File: src/design/larq_pkg.sv
// Shared types and constants of the line assembling ring queue.
// Used by the controller, the datapath and the top level; depends on nothing.
package larq_pkg;

	localparam int ENTRY_BYTES_DEF = 64;
	localparam int SLOTS_DEF       = 16;

	localparam int CMD_W    = 2;
	localparam int BYTE_W   = 8;
	localparam int STATUS_W = 3;
	localparam int LLEN_W   = 6;

	localparam logic [CMD_W-1:0] CMD_BYTE = 2'd0;
	localparam logic [CMD_W-1:0] CMD_END  = 2'd1;
	localparam logic [CMD_W-1:0] CMD_READ = 2'd2;

	localparam logic [STATUS_W-1:0] RSP_ACCEPT   = 3'd0;
	localparam logic [STATUS_W-1:0] RSP_REJECT   = 3'd1;
	localparam logic [STATUS_W-1:0] RSP_OVERFLOW = 3'd2;
	localparam logic [STATUS_W-1:0] RSP_NO_LINE  = 3'd3;
	localparam logic [STATUS_W-1:0] RSP_LINE     = 3'd4;

	localparam logic [BYTE_W-1:0] NEWLINE = 8'h0A;

	// Commands from the controller to the datapath.
	typedef struct packed {
		logic chunk_byte;
		logic chunk_end;
		logic no_line;
		logic read_start;
		logic stream_step;
	} larq_ctl_t;

	// Status from the datapath to the controller.
	typedef struct packed {
		logic line_ready;
		logic out_free;
		logic last_idx;
	} larq_sts_t;

endpackage

File: src/design/larq_ctrl.sv
// Controller of the line assembling ring queue: decodes input beats and sequences
// the read-out of a line. Depends on larq_pkg.
module larq_ctrl import larq_pkg::*; (
	input  logic             clk,
	input  logic             arst_n,
	input  logic             req_valid,
	input  logic [CMD_W-1:0] cmd,
	input  larq_sts_t        sts,
	output logic             req_stall,
	output larq_ctl_t        ctl
);

	localparam logic S_IDLE   = 1'b0;
	localparam logic S_STREAM = 1'b1;

	logic state_q;
	logic state_d;
	logic accept;

	// Beats that produce a result need room in the response register.
	always_comb begin
		req_stall = 1'b1;
		if (state_q == S_IDLE) begin
			req_stall = !((cmd != CMD_END && cmd != CMD_READ) || sts.out_free);
		end
	end

	assign accept = req_valid && !req_stall;

	always_comb begin
		ctl     = '0;
		state_d = state_q;
		unique case (state_q)
			S_IDLE: begin
				if (accept) begin
					unique case (cmd)
						CMD_BYTE: begin
							ctl.chunk_byte = 1'b1;
						end
						CMD_END: begin
							ctl.chunk_end = 1'b1;
						end
						CMD_READ: begin
							if (sts.line_ready) begin
								ctl.read_start = 1'b1;
								state_d        = S_STREAM;
							end else begin
								ctl.no_line = 1'b1;
							end
						end
						default: begin
						end
					endcase
				end
			end
			S_STREAM: begin
				if (sts.out_free) begin
					ctl.stream_step = 1'b1;
					if (sts.last_idx) begin
						state_d = S_IDLE;
					end
				end
			end
			default: begin
				state_d = S_IDLE;
			end
		endcase
	end

	always_ff @(posedge clk or negedge arst_n) begin
		if (!arst_n) begin
			state_q <= S_IDLE;
		end else begin
			state_q <= state_d;
		end
	end

endmodule

File: config.mk
export PLATFORM = sky130hd
export DESIGN_NAME = larq_ctrl
export DESIGN_NICKNAME = d
export VERILOG_FILES = /design/src/design/larq_pkg.sv /design/src/design/larq_ctrl.sv
export SDC_FILE = /design/constraint.sdc
export NUM_CORES = 1
export LEC_CHECK = 0
export ABC_AREA = 0
export BUFFER_PORTS_ARGS = -buffer_cell sky130_fd_sc_hd__buf_4
export CORE_AREA = 2 2 39 41
export DETAILED_ROUTE_END_ITERATION = 8
export DIE_AREA = 0 0 41 43
export GPL_TIMING_DRIVEN = 0
export PLACE_DENSITY_LB_ADDON = 0.15
export SLEW_MARGIN = 20
export SYNTH_ARGS = -nofsm -noshare
export SYNTH_HDL_FRONTEND = slang
export SYNTH_SLANG_ARGS = --single-unit
File: constraint.sdc
create_clock -name clk -period 1.94 [get_ports clk]
set_clock_uncertainty 0.2 [all_clocks]
set_input_delay 0.485 -clock clk [delete_from_list [all_inputs] [get_ports clk]]
set_output_delay 0.485 -clock clk [all_outputs]
set_load 0.02 [all_outputs]
Word-level counts from Yosys, hierarchy flattened:

Index checks and enable logic that the tools add are counted.

* eq/ne operators: 4
* mux-type cells: 15
* bitwise operators: 1
* reductions and logical operators: 6

Operator list (number)
* 2-to-1 mux 1 bit: 11
* 2-to-1 mux 4 bit: 2
* equality test 2 x 1 -> 1 bit (second input constant): 1
* equality test 2 bit (second input constant): 1
* logical AND 1 bit: 2
* logical NOT 1 bit: 2
* logical NOT 2 bit: 1
* 2-to-1 mux 2 bit: 1
* inequality test 2 x 1 -> 1 bit (second input constant): 1
* inequality test 2 bit (second input constant): 1
* one-hot mux 1 bit (2 select lines): 1
* logical OR 1 bit: 1
* inverter 1 bit: 1

* flip-flop bits (word level): 1
* input port bits: 8
* output and inout port bits: 6

Longest topological paths before layout:

Gate-level depths: netlist of the first run.

* depth in word-level cells: 9
* gate-level depth with buffers: 4
* gate-level depth less buffers: 4

Worst setup path after synthesis of the first run:

No wires, ideal clock.

* path type: input-to-output
* start: input cmd[0]
* end: output ctl[1] (netlist name)
* arrival: 1.458 ns
* required time: 1.255 ns
* path slack: -0.203 ns
* cell stages on the path: 4
* buffers on the path: 0
* cells stage by stage: inv_1 > ha_1 > nor2b_4 > nor3_1

RTL lines
* start, declared: RTL line larq_ctrl.sv:7 `input logic [CMD_W-1:0] cmd,`
* end, declared: RTL line larq_ctrl.sv:10 `output larq_ctl_t ctl`

==> results of run 1 <==
==> how the worst max path moves through the flow <==
stage / from / to
final: cmd[1] / ctl[2]
after global routing: cmd[1] / ctl[2]
after global placement: cmd[1] / ctl[2]
after floorplan: cmd[1] / ctl[2]
after CTS: cmd[1] / ctl[2]
after detailed placement: cmd[1] / ctl[2]
==> logic make-up (layout without fill, tap and decap cells) <==
family	count (synthesis)	in the layout
DFF	1	1
AOI/OAI and AO/OA	2	2
and+or+nand+nor	9	9
adders and majority gates	3	3
buffers and inverters	2	18
==> worst register-to-register path, delay by kind of cell, from the launching register on <==
kind            cells  cell delay [ns]
simple gates        1             0.19
flops               1             0.37
compound gates      1             0.21
==> cells in the mapped netlist <==
master	count
sky130_fd_sc_hd__or2_1	1
sky130_fd_sc_hd__inv_1	2
sky130_fd_sc_hd__nor3_1	1
sky130_fd_sc_hd__nor4b_4	1
sky130_fd_sc_hd__ha_1	3
sky130_fd_sc_hd__o31ai_2	1
sky130_fd_sc_hd__a21bo_2	1
sky130_fd_sc_hd__dfrtp_1	1
sky130_fd_sc_hd__nor2b_4	1
sky130_fd_sc_hd__nand2_1	1
sky130_fd_sc_hd__nand2b_4	1
sky130_fd_sc_hd__and2_2	1
sky130_fd_sc_hd__nor3b_2	2
==> timing repair <==
item,CTS,global route
pin swaps,2,1
setup buffers,1,2
resized for setup,6,4
endpoints found under the setup margin,5,5
==> area by class of cell <==
type	instances	share of cell area
Timing Repair Buffer	16	0.355
Sequential cell	1	0.0617
Inverter	2	0.0617
Multi-Input combinational cell	14	0.472
Tap cell	16	0.0494
==> routing by layer <==
layer / share of wire / wire length, um
met1: 0.31 / 130
met2: 0.60 / 250
met3: 0.082 / 34
met4: 0 / 0
met5: 0 / 0
==> power by group through the flow <==
stage	clock network, mW	registers (mW)	logic, mW
detailed placement	0	0.0251	0.0739
finish	0	0.0249	0.0870
floorplan	0	0.0245	0.0433
global placement	0	0.0249	0.0737
global route	0	0.0251	0.0932
CTS	0	0.0251	0.0821
==> per-stage QoR <==
stage / TNS, ns / cell area [sq um] / std cells
after global routing: -0.604 / 405 / 49
after floorplan: -0.00451 / 224 / 17
after global placement: -0.771 / 342 / 46
final: -0.406 / 405 / 49
after CTS: -0.480 / 372 / 47
after detailed placement: -0.764 / 342 / 46
==> reports/summary.log, run 1 <==
qor: floorplanning.start_util 0.138
qor: hold_path.hold_path_class in2async
qor: synth.synth.ff_latch_count 1
qor: setup_path.crit_fanout 6
qor: setup_path.worst-endpoint-arrival 1.39 ns
qor: sta.fin_worst_hold_slack 0.0617 ns
qor: global_routing.grt_pass1_wl 662 um
qor: run_status.failed_checks negative setup slack
qor: global_routing.antenna_found_initial 0
qor: synth.synthesis.nets 28
qor: final_layout.area_taken_by_multi_input_logic_gates 191 sq um
qor: setup_path.worst-setup-path-type in2out
qor: final_layout.insertedDiodeCount 0
qor: final_layout.fill_cells 157
qor: sta.clock.fmax 483 MHz
qor: sta.hold_viol_final 0
qor: route.drt-vias-per-instance 3.76
qor: synth.share_of_synthesized_cell_area_in_full_adder_half_adder_and_majority_cells 0.196
qor: clock_tree.cts_hold_buffers 0
qor: global_routing.grt_util_met2 0.100
qor: power.comb_power_share 0.778
qor: global_routing.gr-max-usage-layer met2
qor: synth.syn_inst 17
qor: final_layout.nNetsFinal 46
qor: setup_path.slowest_stage sky130_fd_sc_hd__nor4b_4
qor: setup_path.critPathMaxStageDelay 0.24 ns
qor: final_layout.final_cell_mix sky130_fd_sc_hd__buf_4, sky130_fd_sc_hd__nor3b_2, sky130_fd_sc_hd__ha_4
qor: route.remaining_drc_errors 0
qor: global_routing.groute.layer.met1.usage 0.0573
qor: power.sw_frac_of_total 0.360
qor: clock_tree.worstSkewPairLatency 0 ns
qor: power.p_seq_frac 0.222
qor: power.internal_power_summed_over_all_cells 0.0716 mW
qor: setup_path.worstSetupEndpointType output pin
qor: power.total_power 0.112 mW
qor: power.p_clk_frac 0
qor: final_layout.area_growth_syn_to_layout 112%
qor: setup_path.worstSetupStartpointType primary input
qor: floorplanning.design.die.area 0.00176 sq mm
qor: sta.share_of_the_cycle_needed_by_the_critical_path_after_routing 1.07
qor: global_routing.grt_use_total 0.0501
qor: floorplanning.io-pin-count 14
qor: final_layout.drive_above_1_share 0.909
qor: floorplanning.chipWidth 41 um
qor: synth.synth.mux.area_fraction 0
qor: placement.dp_hpwl 361 um
qor: setup_path.critical_path_buf_inv_count 3
qor: final_layout.regArea 25.0 sq um
qor: floorplanning.core_region_area 0.00138 sq mm
qor: global_routing.grt.overflow.total 0
qor: synth.post_synth_main_area_contributors sky130_fd_sc_hd__ha_1, sky130_fd_sc_hd__dfrtp_1, sky130_fd_sc_hd__nor3b_2
qor: route.avgRoutedWirePerCell 8.47 um
qor: power.vdd.ir_drop.worst 0.104 mV
qor: route.vias 184
qor: setup_path.cell_by_cell_trace_of_the_critical_path buf_12 -> inv_12 -> ha_4 -> nor2b_4 -> nor4b_4 -> buf_4
qor: global_routing.grt_start_max_net_pins 7
qor: synth.syn_area_per_cell 11.3 sq um
qor: synth.syn_area 191 sq um
qor: sta.setup_viol 5
qor: synth.post_synth_xor_area_fraction 0
qor: sta.actual_slew_at_the_worst_max_slew_pin 0.223 ns
qor: placement.placement.setup.worst_slack -0.209 ns
qor: sta.post-route-min-period 2.07 ns
qor: final_layout.largest_register_ff_count 1
qor: route.drt_pre_antenna_iters 1
qor: power.leakagePower 0.179 nW
qor: route.drt_first_iter_violations 0
qor: synth.synth_compound_area_frac 0.118
qor: setup_path.worstReg2RegEnd state_q
qor: setup_path.regToRegStartpoint state_q
qor: setup_path.critPathTopFamily simple AND/OR/NAND/NOR gates
qor: final_layout.utilization 0.293
qor: route.postRouteWirelength 415 um
qor: final_layout.reg.largest.list state_q (1)
qor: setup_path.cp_data_required_time 1.25 ns
qor: synth.main_combinational_cell_family_by_area_after_synthesis simple AND/OR/NAND/NOR gates
qor: route.ant_nets 0
qor: sta.grt_setup_unrepaired true
qor: final_layout.layout_commonest_cell sky130_fd_sc_hd__buf_4
qor: setup_path.r2r.worst_path.cells 2
qor: clock_tree.clkTransAtPathRegs 0 ns
qor: placement.numPortBuffers 13
qor: sta.setup_ws -0.131 ns
qor: synth.synth_largest_type_area_fraction 0.196
qor: sta.relSlewSlack 0.851
qor: synth.synth.lib_cells_used.distinct 13
qor: final_layout.regMostFlops state_q
qor: run_status.run_status finished, violations left
qor: global_routing.first_global_vias 175
qor: synth.yosys_warnings 0
qor: setup_path.critical_path_depth 6
qor: synth.synth-simple-area-share 0.516
qor: global_routing.grt_util_met3 0
qor: setup_path.r2r_slack 0.88 ns
qor: synth.synth_sequential_area_ratio 0.131
qor: synth.synth.largest_area_cell sky130_fd_sc_hd__ha_1
qor: job.timing.max_cap.violations 0
qor: sta.timing_max_transition_violations_final 0
qor: floorplanning.die_h 43 um
qor: power.power.density_cell_area 276 mW/mm^2
qor: power.p_sw 0.0403 mW
qor: placement.globalplace.congestion 0.553
qor: floorplanning.rows 14
(Power assumes the default switching activity.)
==> inputs of run 2 (changes only) <==
GPL_TIMING_DRIVEN = unset   (was 0)
SKIP_CTS_REPAIR_TIMING = 1   (was unset)
==> reports/summary.log, run 2 (synthesis gave the netlist of run 1 again) <==
qor: final_layout.area_taken_by_multi_input_logic_gates 176 sq um [was 191 sq um]
qor: sta.hold_viol_final 0 [unchanged]
qor: power.total_power 0.110 mW [was 0.112 mW]
qor: sta.clock.fmax 482 MHz [was 483 MHz]
qor: final_layout.fill_cells 152 [was 157]
qor: power.p_clk_frac 0 [about the same]
qor: job.timing.max_cap.violations 0 [unchanged]
qor: floorplanning.design.die.area 0.00176 sq mm [unchanged]
qor: final_layout.nNetsFinal 47 [was 46]
qor: final_layout.largest_register_ff_count 1 [unchanged]
qor: global_routing.antenna_found_initial 0 [unchanged]
qor: floorplanning.rows 14 [unchanged]
qor: final_layout.insertedDiodeCount 0 [unchanged]
qor: global_routing.grt_start_max_net_pins 7 [unchanged]
qor: setup_path.critPathMaxStageDelay 0.24 ns [about the same]
qor: setup_path.worstSetupStartpointType primary input [unchanged]
qor: power.p_seq_frac 0.226 [was 0.222]
qor: setup_path.worst-setup-path-type in2out [unchanged]
qor: route.drt_first_iter_violations 0 [unchanged]
qor: final_layout.utilization 0.286 [was 0.293]
qor: final_layout.finalInstanceArea 395 sq um [was 405 sq um]
qor: final_layout.final_cell_mix sky130_fd_sc_hd__buf_4, sky130_fd_sc_hd__nor3b_2, sky130_fd_sc_hd__ha_1 [was sky130_fd_sc_hd__buf_4, sky130_fd_sc_hd__nor3b_2, sky130_fd_sc_hd__ha_4]
qor: final_layout.area_growth_syn_to_layout 107% [was 112%]
qor: power.leakagePower 0.183 nW [was 0.179 nW]
qor: placement.numPortBuffers 13 [unchanged]
qor: global_routing.grt_use_total 0.0471 [was 0.0501]
qor: power.sw_frac_of_total 0.350 [was 0.360]
qor: placement.dp_hpwl 379 um [was 361 um]
qor: route.vias 182 [was 184]
qor: placement.globalplace.congestion 0.575 [was 0.553]
qor: sta.fin_worst_hold_slack 0.0625 ns [was 0.0617 ns]
qor: power.power.density_cell_area 279 mW/mm^2 [was 276 mW/mm^2]
qor: clock_tree.clkTransAtPathRegs 0 ns [about the same]
qor: run_status.failed_checks negative setup slack [unchanged]
qor: setup_path.worst-endpoint-arrival 1.39 ns [about the same]
qor: setup_path.slowest_stage sky130_fd_sc_hd__nor4b_4 [unchanged]
qor: final_layout.drive_above_1_share 0.853 [was 0.909]
qor: route.remaining_drc_errors 0 [unchanged]
qor: power.vdd.ir_drop.worst 0.0941 mV [was 0.104 mV]
qor: floorplanning.io-pin-count 14 [unchanged]
qor: final_layout.regArea 25.0 sq um [unchanged]
qor: final_layout.reg.largest.list state_q (1) [unchanged]
qor: clock_tree.worstSkewPairLatency 0 ns [about the same]
qor: floorplanning.core_region_area 0.00138 sq mm [unchanged]
qor: sta.grt_setup_unrepaired true [unchanged]
qor: final_layout.layout_commonest_cell sky130_fd_sc_hd__buf_4 [unchanged]
qor: global_routing.grt.overflow.total 0 [unchanged]
qor: setup_path.cp_data_required_time 1.25 ns [about the same]
qor: setup_path.crit_fanout 6 [unchanged]
qor: route.drt_pre_antenna_iters 1 [unchanged]
qor: route.postRouteWirelength 399 um [was 415 um]
qor: setup_path.cell_by_cell_trace_of_the_critical_path buf_12 -> inv_12 -> ha_4 -> nor2b_4 -> nor4b_4 -> buf_4 [unchanged]
qor: sta.setup_ws -0.134 ns [was -0.131 ns]
qor: placement.dpl_cell_area 372 sq um [was 342 sq um]
qor: route.avgRoutedWirePerCell 7.98 um [was 8.47 um]
qor: run_status.run_status finished, violations left [unchanged]
qor: sta.share_of_the_cycle_needed_by_the_critical_path_after_routing 1.07 [about the same]
qor: hold_path.hold_path_class in2async [unchanged]
qor: setup_path.worstSetupEndpointType output pin [unchanged]
qor: final_layout.regMostFlops state_q [unchanged]
qor: floorplanning.chipWidth 41 um [unchanged]
qor: power.comb_power_share 0.774 [was 0.778]
qor: global_routing.grt_pass1_wl 627 um [was 662 um]
qor: power.internal_power_summed_over_all_cells 0.0717 mW [was 0.0716 mW]
qor: sta.timing_max_transition_violations_final 0 [unchanged]
qor: sta.relSlewSlack 0.856 [was 0.851]
qor: placement.placement.setup.worst_slack -0.211 ns [was -0.209 ns]
qor: route.drt-vias-per-instance 3.64 [was 3.76]
qor: global_routing.first_global_vias 166 [was 175]
qor: power.p_sw 0.0386 mW [was 0.0403 mW]
qor: sta.post-route-min-period 2.07 ns [about the same]
qor: sta.actual_slew_at_the_worst_max_slew_pin 0.216 ns [was 0.223 ns]
qor: floorplanning.die_h 43 um [unchanged]
qor: sta.setup_viol 5 [unchanged]
qor: floorplanning.start_util 0.138 [unchanged]
qor: route.ant_nets 0 [unchanged]
-- run 2: changes by cell type in the layout (fill, tap and decap cells not counted) --
| cell | delta |
|---|---|
| sky130_fd_sc_hd__buf_4 | +1 |
| sky130_fd_sc_hd__nand2_1 | +1 |
| sky130_fd_sc_hd__inv_4 | +1 |
| sky130_fd_sc_hd__ha_1 | +1 |
| sky130_fd_sc_hd__ha_4 | -1 |
| sky130_fd_sc_hd__nand2_2 | -1 |
| sky130_fd_sc_hd__inv_6 | -1 |
-- run 2: power by group through the flow --
stage / sequential [mW] / clock [mW] / combinational (mW)
final: 0.0249 / 0 / 0.0854
after global routing: 0.0253 / 0 / 0.0923
after CTS: 0.0249 / 0 / 0.0805
after detailed placement: 0.0249 / 0 / 0.0804
after global placement: 0.0248 / 0 / 0.0799
after floorplan: 0.0245 / 0 / 0.0433
-- run 2: worst max-delay path, delay by kind of cell --
family        cells  cell delay [ns]
simple gates      2             0.39
fa+ha+maj         1             0.18
buf+inv           3             0.32
-- run 2: final timing paths --
check,startpoint,endpoint,slack [ns],depth (start not counted)
setup / recovery,cmd[1],ctl[2],-0.13,6
hold / removal,arst_n,state_q,0.06,1
setup reg to reg,state_q,state_q,0.87,2
hold reg to reg,state_q,state_q,0.45,2
max in group asynchronous,arst_n,state_q,1.39,1
min in group clk,state_q,state_q,0.45,2
-- run 2: final cells by class --
type / count / share of cell area
timing repair buffer: 17 / 0.383
inverter: 2 / 0.0570
tap: 16 / 0.0506
multi-input combinational: 14 / 0.446
sequential: 1 / 0.0633
-- run 2: routing by layer --
metal  GRT usage  part of all wire  vias up
li1            -                 -       94
met1      0.0479              0.32       82
met2       0.100              0.59        6
met3           0             0.085        0
met4           0                 0        0
met5           0                 0        -
-- run 2: metrics by stage --
stage	TNS, ns	std cells
global placement	-0.730	50
detailed placement	-0.721	50
CTS	-0.726	50
finish	-0.383	50
global route	-0.609	50
floorplan	-0.00451	17
